### config.mk
export PLATFORM = sky130hd
export DESIGN_NAME = rig_ctrl
export DESIGN_NICKNAME = d
export VERILOG_FILES = /design/src/sv/rig_pkg.sv /design/src/sv/rig_ctrl.sv
export SDC_FILE = /design/constraint.sdc
export NUM_CORES = 1
export LEC_CHECK = 0
export BUFFER_PORTS_ARGS = -buffer_cell sky130_fd_sc_hd__buf_4
export CORE_AREA = 2 2 39 41
export CTS_CLUSTER_DIAMETER = 100
export DETAILED_ROUTE_END_ITERATION = 16
export DIE_AREA = 0 0 41 43
export GPL_TIMING_DRIVEN = 0
export PLACE_DENSITY_LB_ADDON = 0.1
export SETUP_SLACK_MARGIN = 0.02
export SLEW_MARGIN = 15
export SYNTH_ARGS = -nofsm -noshare
export SYNTH_HDL_FRONTEND = slang
export SYNTH_SLANG_ARGS = --single-unit
### constraint.sdc
create_clock -name clk -period 2.7 [get_ports clk]
set_input_delay 0.54 -clock clk [delete_from_list [all_inputs] [get_ports clk]]
set_output_delay 0.54 -clock clk [all_outputs]
set_load 0.005 [all_outputs]
### src/sv/rig_pkg.sv
// package for the radial influence grid splat: codes, constants, state type
`timescale 1ns / 1ps
`default_nettype none
package rig_pkg;
    localparam int MAX_COLUMNS_DEF = 128;
    localparam int MAX_ROWS_DEF = 128;
    localparam int MAX_REACH_DEF = 64;
    localparam int FEATURE_REACH = 2;

    typedef enum logic [2:0] {
        OP_CLEAR = 3'd0,
        OP_ALLY = 3'd1,
        OP_ENEMY = 3'd2,
        OP_FEATURE = 3'd3,
        OP_QUERY = 3'd4
    } op_t;

    typedef enum logic [1:0] {
        REG_CELL_SIZE = 2'd0,
        REG_GRID_WIDTH = 2'd1,
        REG_GRID_HEIGHT = 2'd2,
        REG_INFL_BASE = 2'd3
    } reg_idx_t;

    typedef enum logic [1:0] {
        SEL_ALLY = 2'd0,
        SEL_ENEMY = 2'd1,
        SEL_FEATURE = 2'd2
    } grid_sel_t;

    typedef enum logic [3:0] {
        ST_INIT,
        ST_IDLE,
        ST_DIV,
        ST_DISPATCH,
        ST_CLEAR,
        ST_SPLAT_RD,
        ST_SPLAT_CALC,
        ST_SPLAT_WR,
        ST_QUERY_RD,
        ST_QUERY_OUT,
        ST_OUT
    } state_t;

    // controller to datapath
    typedef struct packed {
        logic load;
        logic div_start;
        logic clr_start;
        logic clr_step;
        logic spl_start;
        logic spl_next;
        logic spl_rd;
        logic spl_calc;
        logic spl_wr;
        logic qry_rd;
        logic qry_out;
        logic out_zero;
    } dp_cmd_t;

    // datapath to controller
    typedef struct packed {
        logic div_done;
        logic clr_last;
        logic spl_empty;
        logic spl_last;
        logic spl_inside;
        logic calc_done;
        logic op_clear;
        logic op_add;
        logic op_query;
    } dp_stat_t;
endpackage
`default_nettype wire

### src/sv/rig_ctrl.sv
// controller state machine
`timescale 1ns / 1ps
`default_nettype none
module rig_ctrl
    import rig_pkg::*;
(
    input  wire logic     clk,
    input  wire logic     rst_n,
    input  wire logic     in_valid,
    output logic          in_ready,
    output logic          out_valid,
    input  wire logic     out_ready,
    input  wire dp_stat_t stat,
    output dp_cmd_t       cmd
);
    state_t state_reg, state_next;
    logic clr_first_reg, clr_first_next;

    always_ff @(posedge clk or negedge rst_n)
    begin
        if (!rst_n)
        begin
            state_reg <= ST_INIT;
            clr_first_reg <= 1'b1;
        end
        else
        begin
            state_reg <= state_next;
            clr_first_reg <= clr_first_next;
        end
    end

    always_comb
    begin
        state_next = state_reg;
        clr_first_next = clr_first_reg;
        cmd = '0;
        in_ready = 1'b0;
        out_valid = 1'b0;
        case (state_reg)
            ST_INIT:
            begin
                cmd.clr_step = 1'b1;
                clr_first_next = 1'b0;
                if (clr_first_reg)
                    cmd.clr_step = 1'b0;
                if (clr_first_reg)
                    cmd.clr_start = 1'b1;
                else if (stat.clr_last)
                    state_next = ST_IDLE;
            end
            ST_IDLE:
            begin
                in_ready = 1'b1;
                if (in_valid)
                begin
                    cmd.load = 1'b1;
                    state_next = ST_DIV;
                end
            end
            ST_DIV:
            begin
                if (stat.div_done)
                    state_next = ST_DISPATCH;
                else
                    cmd.div_start = 1'b1;
            end
            ST_DISPATCH:
            begin
                if (stat.op_clear)
                begin
                    cmd.clr_start = 1'b1;
                    state_next = ST_CLEAR;
                end
                else if (stat.op_add)
                begin
                    cmd.spl_start = 1'b1;
                    if (stat.spl_empty)
                    begin
                        cmd.out_zero = 1'b1;
                        state_next = ST_OUT;
                    end
                    else
                        state_next = ST_SPLAT_RD;
                end
                else if (stat.op_query)
                begin
                    cmd.qry_rd = 1'b1;
                    state_next = ST_QUERY_OUT;
                end
                else
                begin
                    cmd.out_zero = 1'b1;
                    state_next = ST_OUT;
                end
            end
            ST_CLEAR:
            begin
                cmd.clr_step = 1'b1;
                if (stat.clr_last)
                begin
                    cmd.out_zero = 1'b1;
                    state_next = ST_OUT;
                end
            end
            ST_SPLAT_RD:
            begin
                cmd.spl_rd = 1'b1;
                state_next = ST_SPLAT_CALC;
            end
            ST_SPLAT_CALC:
            begin
                if (!stat.spl_inside)
                    state_next = ST_SPLAT_WR;
                else
                begin
                    cmd.spl_calc = 1'b1;
                    if (stat.calc_done)
                        state_next = ST_SPLAT_WR;
                end
            end
            ST_SPLAT_WR:
            begin
                cmd.spl_wr = 1'b1;
                if (stat.spl_last)
                begin
                    cmd.out_zero = 1'b1;
                    state_next = ST_OUT;
                end
                else
                begin
                    cmd.spl_next = 1'b1;
                    state_next = ST_SPLAT_RD;
                end
            end
            ST_QUERY_RD:
            begin
                state_next = ST_QUERY_OUT;
            end
            ST_QUERY_OUT:
            begin
                cmd.qry_out = 1'b1;
                state_next = ST_OUT;
            end
            ST_OUT:
            begin
                out_valid = 1'b1;
                if (out_ready)
                    state_next = ST_IDLE;
            end
            default:
                state_next = ST_IDLE;
        endcase
    end

`ifndef NO_ASSERTIONS
    a_busy_no_ready: assert property (@(posedge clk) disable iff (!rst_n)
        !(in_ready && out_valid))
        else $error("ready while word pending");
    a_out_hold: assert property (@(posedge clk) disable iff (!rst_n)
        (out_valid && !out_ready) |=> out_valid)
        else $error("result word dropped");
    a_wr_after_calc: assert property (@(posedge clk) disable iff (!rst_n)
        cmd.spl_wr |-> $past(state_reg) == ST_SPLAT_CALC)
        else $error("write without weight");
`endif
endmodule
`default_nettype wire
==> out/results.ini, run 1 <==
[die]
die_w_um=41
floorplan.initialDensity_pct=41.59
core_um2=1384
num_rows=14
die_h_um=43
io_pins=27
dieArea_um2=1763

[setup_path]
cp_cell_sequence=buf_6, or2_0, buf_2, or4_1, o21ai_0, buf_4
worst-path-max-fanout=9
critical_path.endpoint_type=output port
required_ps=2160
worst_path_max_delay_cell=or4_1
timing_worst_setup_path_type=flop to output port
max_stage_delay_ps=460
cp_top_family=simple AND/OR/NAND/NOR gates
cp.arrival_ps=1750
worst-path-buf-inv=3
startpoint_type=flop

[logic_synthesis]
ys_types=40
synth_area_leaders=dfrtp_1, nor2b_1, a21oi_1
synth_top_area_cell=dfrtp_1
avgSynthCellArea_um2=7.285
netlist.area_leader.share_pct=17.39
syn_nets=92
synth_edf_count=0
postSynth.asyncResetShare_pct=100.0
syn_area_um2=575.6
netlist_instances=79
ys_seq_area_share_pct=21.96
yosys_warnings=0
synthTopCellsByCount=a21oi_1, nor2_1, nand2_1, nor2b_1
synth_seq_cells=5
synthFlopType=dfrtp_1

[global_routing]
grt_start_max_net_pins=11
grt_pass1_wl_um=2401
gr-usage-all-layers_pct=19.41
antenna_found_initial=0
grt_pass1_vias=593
grt_overflow_total=0

[layout]
drive_gt1_share_pct=35.78
layout.nets=123
final_cells=125
syn_to_final_growth_pct=41.96
antenna_cells=0
largest_reg_flops=4

[clocking]
cts_resized=0
hold_buffers=0
clk_latency_ps=230
cts-root-buf=clkbuf_4
cts_inserted_buffers=3
h-tree-depth=1
clock_sinks=5
cts_setup_buffers=0
cts_tree=built
clockBufferDepth=2
cts.reportedPaths.clkPinSlew_ps=40

[job]
max_cap_violations=0

[min_path]
hold_path_class=input port to asynchronous set/reset pin

[route]
drt-vias-per-instance=5.664
finalWirelength_um=1583
drtPass1Iterations=4
drt-initial-drc-count=10
drc=0
vias=708
drt-wirelength-per-cell_um=12.66
drt.antenna.violating_nets=0

[place]
io_buffers=26
place_inst=121
dp_hpwl_um=1255
gp_congestion=0.8357

[sta]
tns_ps=0
report.final.slew_viol_count=0
finClkSkew_ps=3.956
finalCritPeriodShare_pct=84.82
tightest_slew_ps=371.1
final-hold-violation-count=0
period_minus_slack_ps=2290
clock.fmax_ghz=0.4367
grt_setup_unrepaired=false
setup_viol=0
slew_headroom_pct=75.26

[power_and_ir_drop]
cellPowerDensity_nw_per_um2=938.3
peakVddDrop_uv=324.7
p_leak_nw=0.3813

[status]
run_status=finished clean

-- logic make-up after synthesis --
family                 after synthesis  synth area share, %
buffers and inverters               10                8.694
AO/OA/AOI/OAI                       25                28.92
flip-flops                           5                21.96
AND/OR/NAND/NOR                     39                40.44
-- metal layers --
| layer | part of all wire [%] | vias to the layer above | track usage [%] |
|---|---|---|---|
| met5 | 0 | - | 0 |
| met4 | 0 | 0 | 4.000 |
| met3 | 6.3 | 0 | 1.571 |
| met2 | 49 | 26 | 33.44 |
| met1 | 45 | 331 | 25.00 |
| li1 | - | 351 | - |
-- where the power goes --
part	switching (mW)	internal [mW]
clock network	0.0275	0.0557
logic	0.292	0.254
registers	0.0317	0.106
total	0.351	0.416
-- cell usage in the layout (no fill, tap or decap), types with 4 or more instances in the layout --
cell type	count
buf_4	26
nor2_1	6
a21oi_1	6
nand2_1	5
nor2b_1	5
buf_2	4
inv_1	4
nor3_1	4
dfrtp_1	4
-- path summary, 6_finish.rpt --
| kind | startpoint | end | slack, ps | cells past startpoint |
|---|---|---|---|---|
| min in group clk | clr_first_reg | clr_first_reg | 470 | 1 |
| worst min-delay path | rst_n | state_reg[2] | 90 | 1 |
| worst min register to register | clr_first_reg | clr_first_reg | 470 | 1 |
| worst max register to register | state_reg[2] | state_reg[0] | 1080 | 6 |
| worst max-delay path | state_reg[2] | cmd[0] | 410 | 6 |
| max in group asynchronous | rst_n | clr_first_reg | 2410 | 1 |
-- stage by stage --
step	util [%]	power, mW	hold WS (ps)	instance area [µm²]	setup WS (ps)
after CTS	59.04	0.7691	93.00	817.0	406.7
final	59.04	0.7666	93.88	817.0	409.9
after floorplan	-	0.5064	244.4	575.6	713.1
after detailed placement	57.14	0.6841	343.0	790.8	437.6
after global placement	57.14	0.6792	341.5	790.8	435.9
after global routing	59.04	0.8356	81.15	817.0	368.6
-- layout make-up --
cell class,count,area [µm²]
flip-flops and latches,5,126.4
repair buffers,26,195.2
fillers,138,566.8
plain buffers,6,35.03
well taps,16,20.02
clock buffers,4,26.28
inverters,4,15.01
multi-input cells,64,399.1
(Power assumes the default switching activity.)
==> inputs of run 2 (changes only) <==
- CORE_AREA: 2 2 39 41 -> 2 2 41 43
- DIE_AREA: 0 0 41 43 -> 0 0 43 45
- clock period: 2.7 -> 1.9 ns (I/O delays scaled with it)
==> out/results.ini, run 2 (synthesized netlist as in run 1, its figures left out) <==
[status]
run_status=complete, but fails checks
violations=setup timing

[sta]
finalCritPeriodShare_pct=107.0
tightest_slew_ps=376.4  ; +5.372 ps
grt_setup_unrepaired=true
tns_ps=-248.4  ; -248.4 ps
fin_ws_ps=-132.2  ; -542.1 ps
clock.fmax_ghz=0.4921
setup_viol=2  ; +2
final-hold-violation-count=0  ; unchanged
report.final.slew_viol_count=0  ; unchanged
period_minus_slack_ps=2032
slew_headroom_pct=74.58  ; -0.69 points
finClkSkew_ps=1.638  ; -2.319 ps
hold_slack_ps=428.4  ; +334.5 ps

[route]
drt-wirelength-per-cell_um=12.96  ; +2.4%
vias=757  ; +6.9%
drc=0  ; unchanged
drt.antenna.violating_nets=0  ; unchanged
finalWirelength_um=1711  ; +8.1%
drt-vias-per-instance=5.735  ; +1.3%
drtPass1Iterations=4  ; unchanged
drt-initial-drc-count=20  ; +10

[min_path]
hold_path_class=input port to flop

[clocking]
clockBufferDepth=2  ; unchanged
cts-root-buf=clkbuf_4
cts_tree=built
h-tree-depth=1  ; unchanged
cts_inserted_buffers=3  ; unchanged
cts.reportedPaths.clkPinSlew_ps=40  ; about the same
clock_sinks=5  ; unchanged
clk_latency_ps=250  ; +20 ps

[setup_path]
cp_top_family=simple AND/OR/NAND/NOR gates
worst-path-buf-inv=2  ; -1
crit_path_frequent_cell=buf_4
timing_worst_setup_path_type=flop to output port
rrSetupSlack_ps=30  ; -1050 ps
max_stage_delay_ps=460  ; about the same
critical_path.endpoint_type=output port
worst-path-max-fanout=3  ; -6
worst_path_max_delay_cell=or4_1
required_ps=1520  ; -640 ps
cp_cell_sequence=or2_0, buf_4, or4_1, o21ai_1, buf_4
cp.arrival_ps=1650  ; -100 ps
startpoint_type=flop

[place]
place_ws_ps=-39.79  ; -477.4 ps
gp_congestion=0.7964  ; -4.7%
io_buffers=26  ; unchanged
dp_hpwl_um=1216  ; -3.1%
placed_area_um2=790.8  ; unchanged

[layout]
layout.nets=130  ; +5.7%
antenna_cells=0  ; unchanged
syn_to_final_growth_pct=57.83
layout_commonest_cell=buf_4
drive_gt1_share_pct=44.83  ; +9.0 points
mostFrequentLayoutCells=buf_4, a21oi_1, nor2b_1
finalInstanceArea_um2=908.4  ; +11%
largest_reg_flops=4  ; unchanged

[die]
die_h_um=45  ; +4.7%
io_pins=27  ; unchanged
floorplan.initialDensity_pct=39.12  ; -2.5 points
num_rows=14  ; unchanged
core_um2=1471  ; +6.3%
die_w_um=43  ; +4.9%
dieArea_um2=1935  ; +9.8%

[global_routing]
gr-usage-all-layers_pct=18.80  ; -0.61 points
grt_pass1_wl_um=2697  ; +12%
grt_overflow_total=0  ; unchanged
antenna_found_initial=0  ; unchanged
grt_pass1_vias=635  ; +7.1%
grt_start_max_net_pins=11  ; unchanged

[power_and_ir_drop]
peakVddDrop_uv=816.3  ; +150%
p_leak_nw=0.4175  ; +9.5%
cellPowerDensity_nw_per_um2=1394  ; +49%

[job]
max_cap_violations=0  ; unchanged

## run 2: worst paths after layout
path	from	endpoint	cells past startpoint
min in group asynchronous	rst_n	state_reg[2]	2
max in group asynchronous	rst_n	clr_first_reg	2
worst max-delay path	state_reg[2]	cmd[0]	5
worst max register to register	state_reg[2]	state_reg[0]	8
worst min register to register	clr_first_reg	clr_first_reg	1
worst min-delay path	out_ready	state_reg[3]	3
## run 2: layout make-up
class | count | area [µm²]
fillers | 150 | 563.0
multi-input cells | 64 | 426.7
well taps | 16 | 20.02
inverters | 4 | 15.01
flip-flops and latches | 5 | 127.6
repair buffers | 34 | 261.5
clock buffers | 4 | 26.28
plain buffers | 5 | 31.28
## run 2: timing repair
action	in CTS	in global routing
pin swaps	2	5
setup endpoints to repair	4	6
setup buffers	3	4
resized for setup	6	9
hold buffers	1	0
endpoints found under the hold margin	4	0
## run 2: power by group
part	internal, mW	total, mW	switching [mW]
clock	0.0798	0.129	0.0497
combinational	0.456	0.941	0.484
sequential	0.153	0.196	0.0430
## run 2: routing by layer
layer,track usage [%],vias to the layer above,wire length (µm)
li1,-,362,-
met1,24.14,350,713
met2,29.39,38,784
met3,4.000,7,161
met4,10.91,0,51
met5,0,-,0
## run 2: tightest hold or removal path, stage by stage
cell and delay [ps]:
buf_4 90, or3_1 100, o21ai_1 60
## run 2: per-stage QoR
stage | total power [mW] | instances | utilization, %
after floorplan | 0.7196 | 79 | -
after global placement | 0.9707 | 121 | 53.74
after detailed placement | 0.9673 | 121 | 53.74
after CTS | 1.170 | 129 | 58.93
after global routing | 1.366 | 132 | 61.73
final | 1.266 | 132 | 61.73
==> inputs of run 3 (changes only) <==
- PLACE_DENSITY: default -> 0.77
- PLACE_DENSITY_LB_ADDON: 0.1 -> default
==> out/results.ini, run 3 (synthesized netlist as in run 1, its figures left out) <==
[status]
run_status=complete, but fails checks
violations=setup timing

[clocking]
cts_inserted_buffers=3  ; unchanged
clock_sinks=5  ; unchanged
cts-root-buf=clkbuf_4
clk_latency_ps=240  ; about the same
h-tree-depth=1  ; unchanged
cts.reportedPaths.clkPinSlew_ps=40  ; about the same
clockBufferDepth=2  ; unchanged
cts_tree=built

[route]
vias=755  ; -0.26%
drt-wirelength-per-cell_um=13.97  ; +7.8%
drt.antenna.violating_nets=0  ; unchanged
drtPass1Iterations=4  ; unchanged
finalWirelength_um=1844  ; +7.8%
drc=0  ; unchanged
drt-initial-drc-count=15  ; -25%
drt-vias-per-instance=5.720  ; -0.26%

[layout]
mostFrequentLayoutCells=buf_4, clkbuf_4, nor2_1, a21oi_1, nor2b_1
drive_gt1_share_pct=44.83  ; unchanged
num-fill-cells=146  ; -2.7%
layout.nets=130  ; unchanged
syn_to_final_growth_pct=57.39
largest_reg_flops=4  ; unchanged
fin_util_pct=61.56  ; -0.17 points
layout_commonest_cell=buf_4
antenna_cells=0  ; unchanged
final_cells=132  ; unchanged
finalInstanceArea_um2=905.9  ; -0.28%

[sta]
hold_slack_ps=413.1  ; -15.31 ps
tns_ps=-381.5  ; -133.1 ps
finalCritPeriodShare_pct=106.5  ; -0.41 points
tightest_slew_ps=379.4  ; +2.967 ps
clock.fmax_ghz=0.4940  ; +0.38%
grt_setup_unrepaired=true
report.final.slew_viol_count=0  ; unchanged
fin_ws_ps=-124.4  ; +7.775 ps
final-hold-violation-count=0  ; unchanged
finClkSkew_ps=4.102  ; +2.465 ps
slew_headroom_pct=74.71  ; +0.13 points
setup_viol=4  ; +2
period_minus_slack_ps=2024  ; -7.775 ps

[global_routing]
antenna_found_initial=0  ; unchanged
grt_start_max_net_pins=11  ; unchanged
grt_pass1_vias=694  ; +9.3%
gr-usage-all-layers_pct=19.93  ; +1.1 points
grt_overflow_total=0  ; unchanged
grt_pass1_wl_um=2877  ; +6.7%

[setup_path]
cp_cell_sequence=or2_0, buf_4, or4_1, o21ai_1, buf_4
cp_top_family=simple AND/OR/NAND/NOR gates
startpoint_type=flop
critical_path.endpoint_type=output port
path_depth=5  ; unchanged
timing_worst_setup_path_type=flop to output port
worst-path-max-fanout=5  ; +2
cp.arrival_ps=1640  ; about the same
ff2ff_path_depth=6  ; -2
max_stage_delay_ps=460  ; about the same
required_ps=1520  ; about the same
crit_path_frequent_cell=buf_4
worst-path-buf-inv=2  ; unchanged
worst_path_max_delay_cell=or4_1

[job]
max_cap_violations=0  ; unchanged

[die]
core_um2=1471  ; unchanged
floorplan.initialDensity_pct=39.12  ; unchanged
dieArea_um2=1935  ; unchanged
die_h_um=45  ; unchanged
num_rows=14  ; unchanged
io_pins=27  ; unchanged
die_w_um=43  ; unchanged

[power_and_ir_drop]
peakVddDrop_uv=811.8  ; -0.54%
p_total_mw=1.276  ; +0.77%
cellPowerDensity_nw_per_um2=1408  ; +1.1%
p_leak_nw=0.4186  ; +0.25%

[place]
place_inst=121  ; unchanged
io_buffers=26  ; unchanged
place_ws_ps=-32.03  ; +7.761 ps
gp_congestion=0.8981  ; +13%
placed_area_um2=790.8  ; unchanged
dp_hpwl_um=1286  ; +5.7%

[min_path]
hold_path_class=input port to flop
hold_depth=3  ; unchanged

==> run 3: final cells by class <==
cell class,count,area [µm²],share of cell area [%]
Multi-Input combinational cell,64,419.2,46.27
Timing Repair Buffer,34,265.3,29.28
Sequential cell,5,128.9,14.23
Buffer,5,31.28,3.453
Clock buffer,4,26.28,2.901
Tap cell,16,20.02,2.210
Inverter,4,15.01,1.657
==> run 3: final timing paths <==
path                            endpoint  slack [ps]          start
max in group asynchronous  clr_first_reg        1230          rst_n
setup / recovery                  cmd[0]        -120   state_reg[2]
hold / removal              state_reg[3]         410      out_ready
min in group asynchronous   state_reg[3]         480          rst_n
hold reg to reg            clr_first_reg         470  clr_first_reg
setup reg to reg            state_reg[0]         130   state_reg[2]
==> run 3: tightest hold or removal path, cell delays in order <==
cell and delay, ps:
buf_4 90, or3_1 90, o21ai_1 50
==> run 3: power breakdown <==
part,internal (mW),switching (mW),leakage [nW]
sequential,0.155,0.0542,0.0569
combinational,0.469,0.476,0.347
clock,0.0792,0.0415,0.0150
==> run 3: what timing repair did <==
action                                  4_1_cts  5_1_grt
endpoints found under the hold margin         4        0
hold buffers                                  1        0
endpoints found under the setup margin        4        6
pin swaps                                     2        3
gates resized for setup                       6        8
setup buffers                                 3        4
==> run 3: routing by layer <==
metal  track usage (%)  share of wire (%)
met1             21.53                 39
met2             37.27                 53
met3             5.200                7.2
met4             7.879               0.70
met5                 0                  0
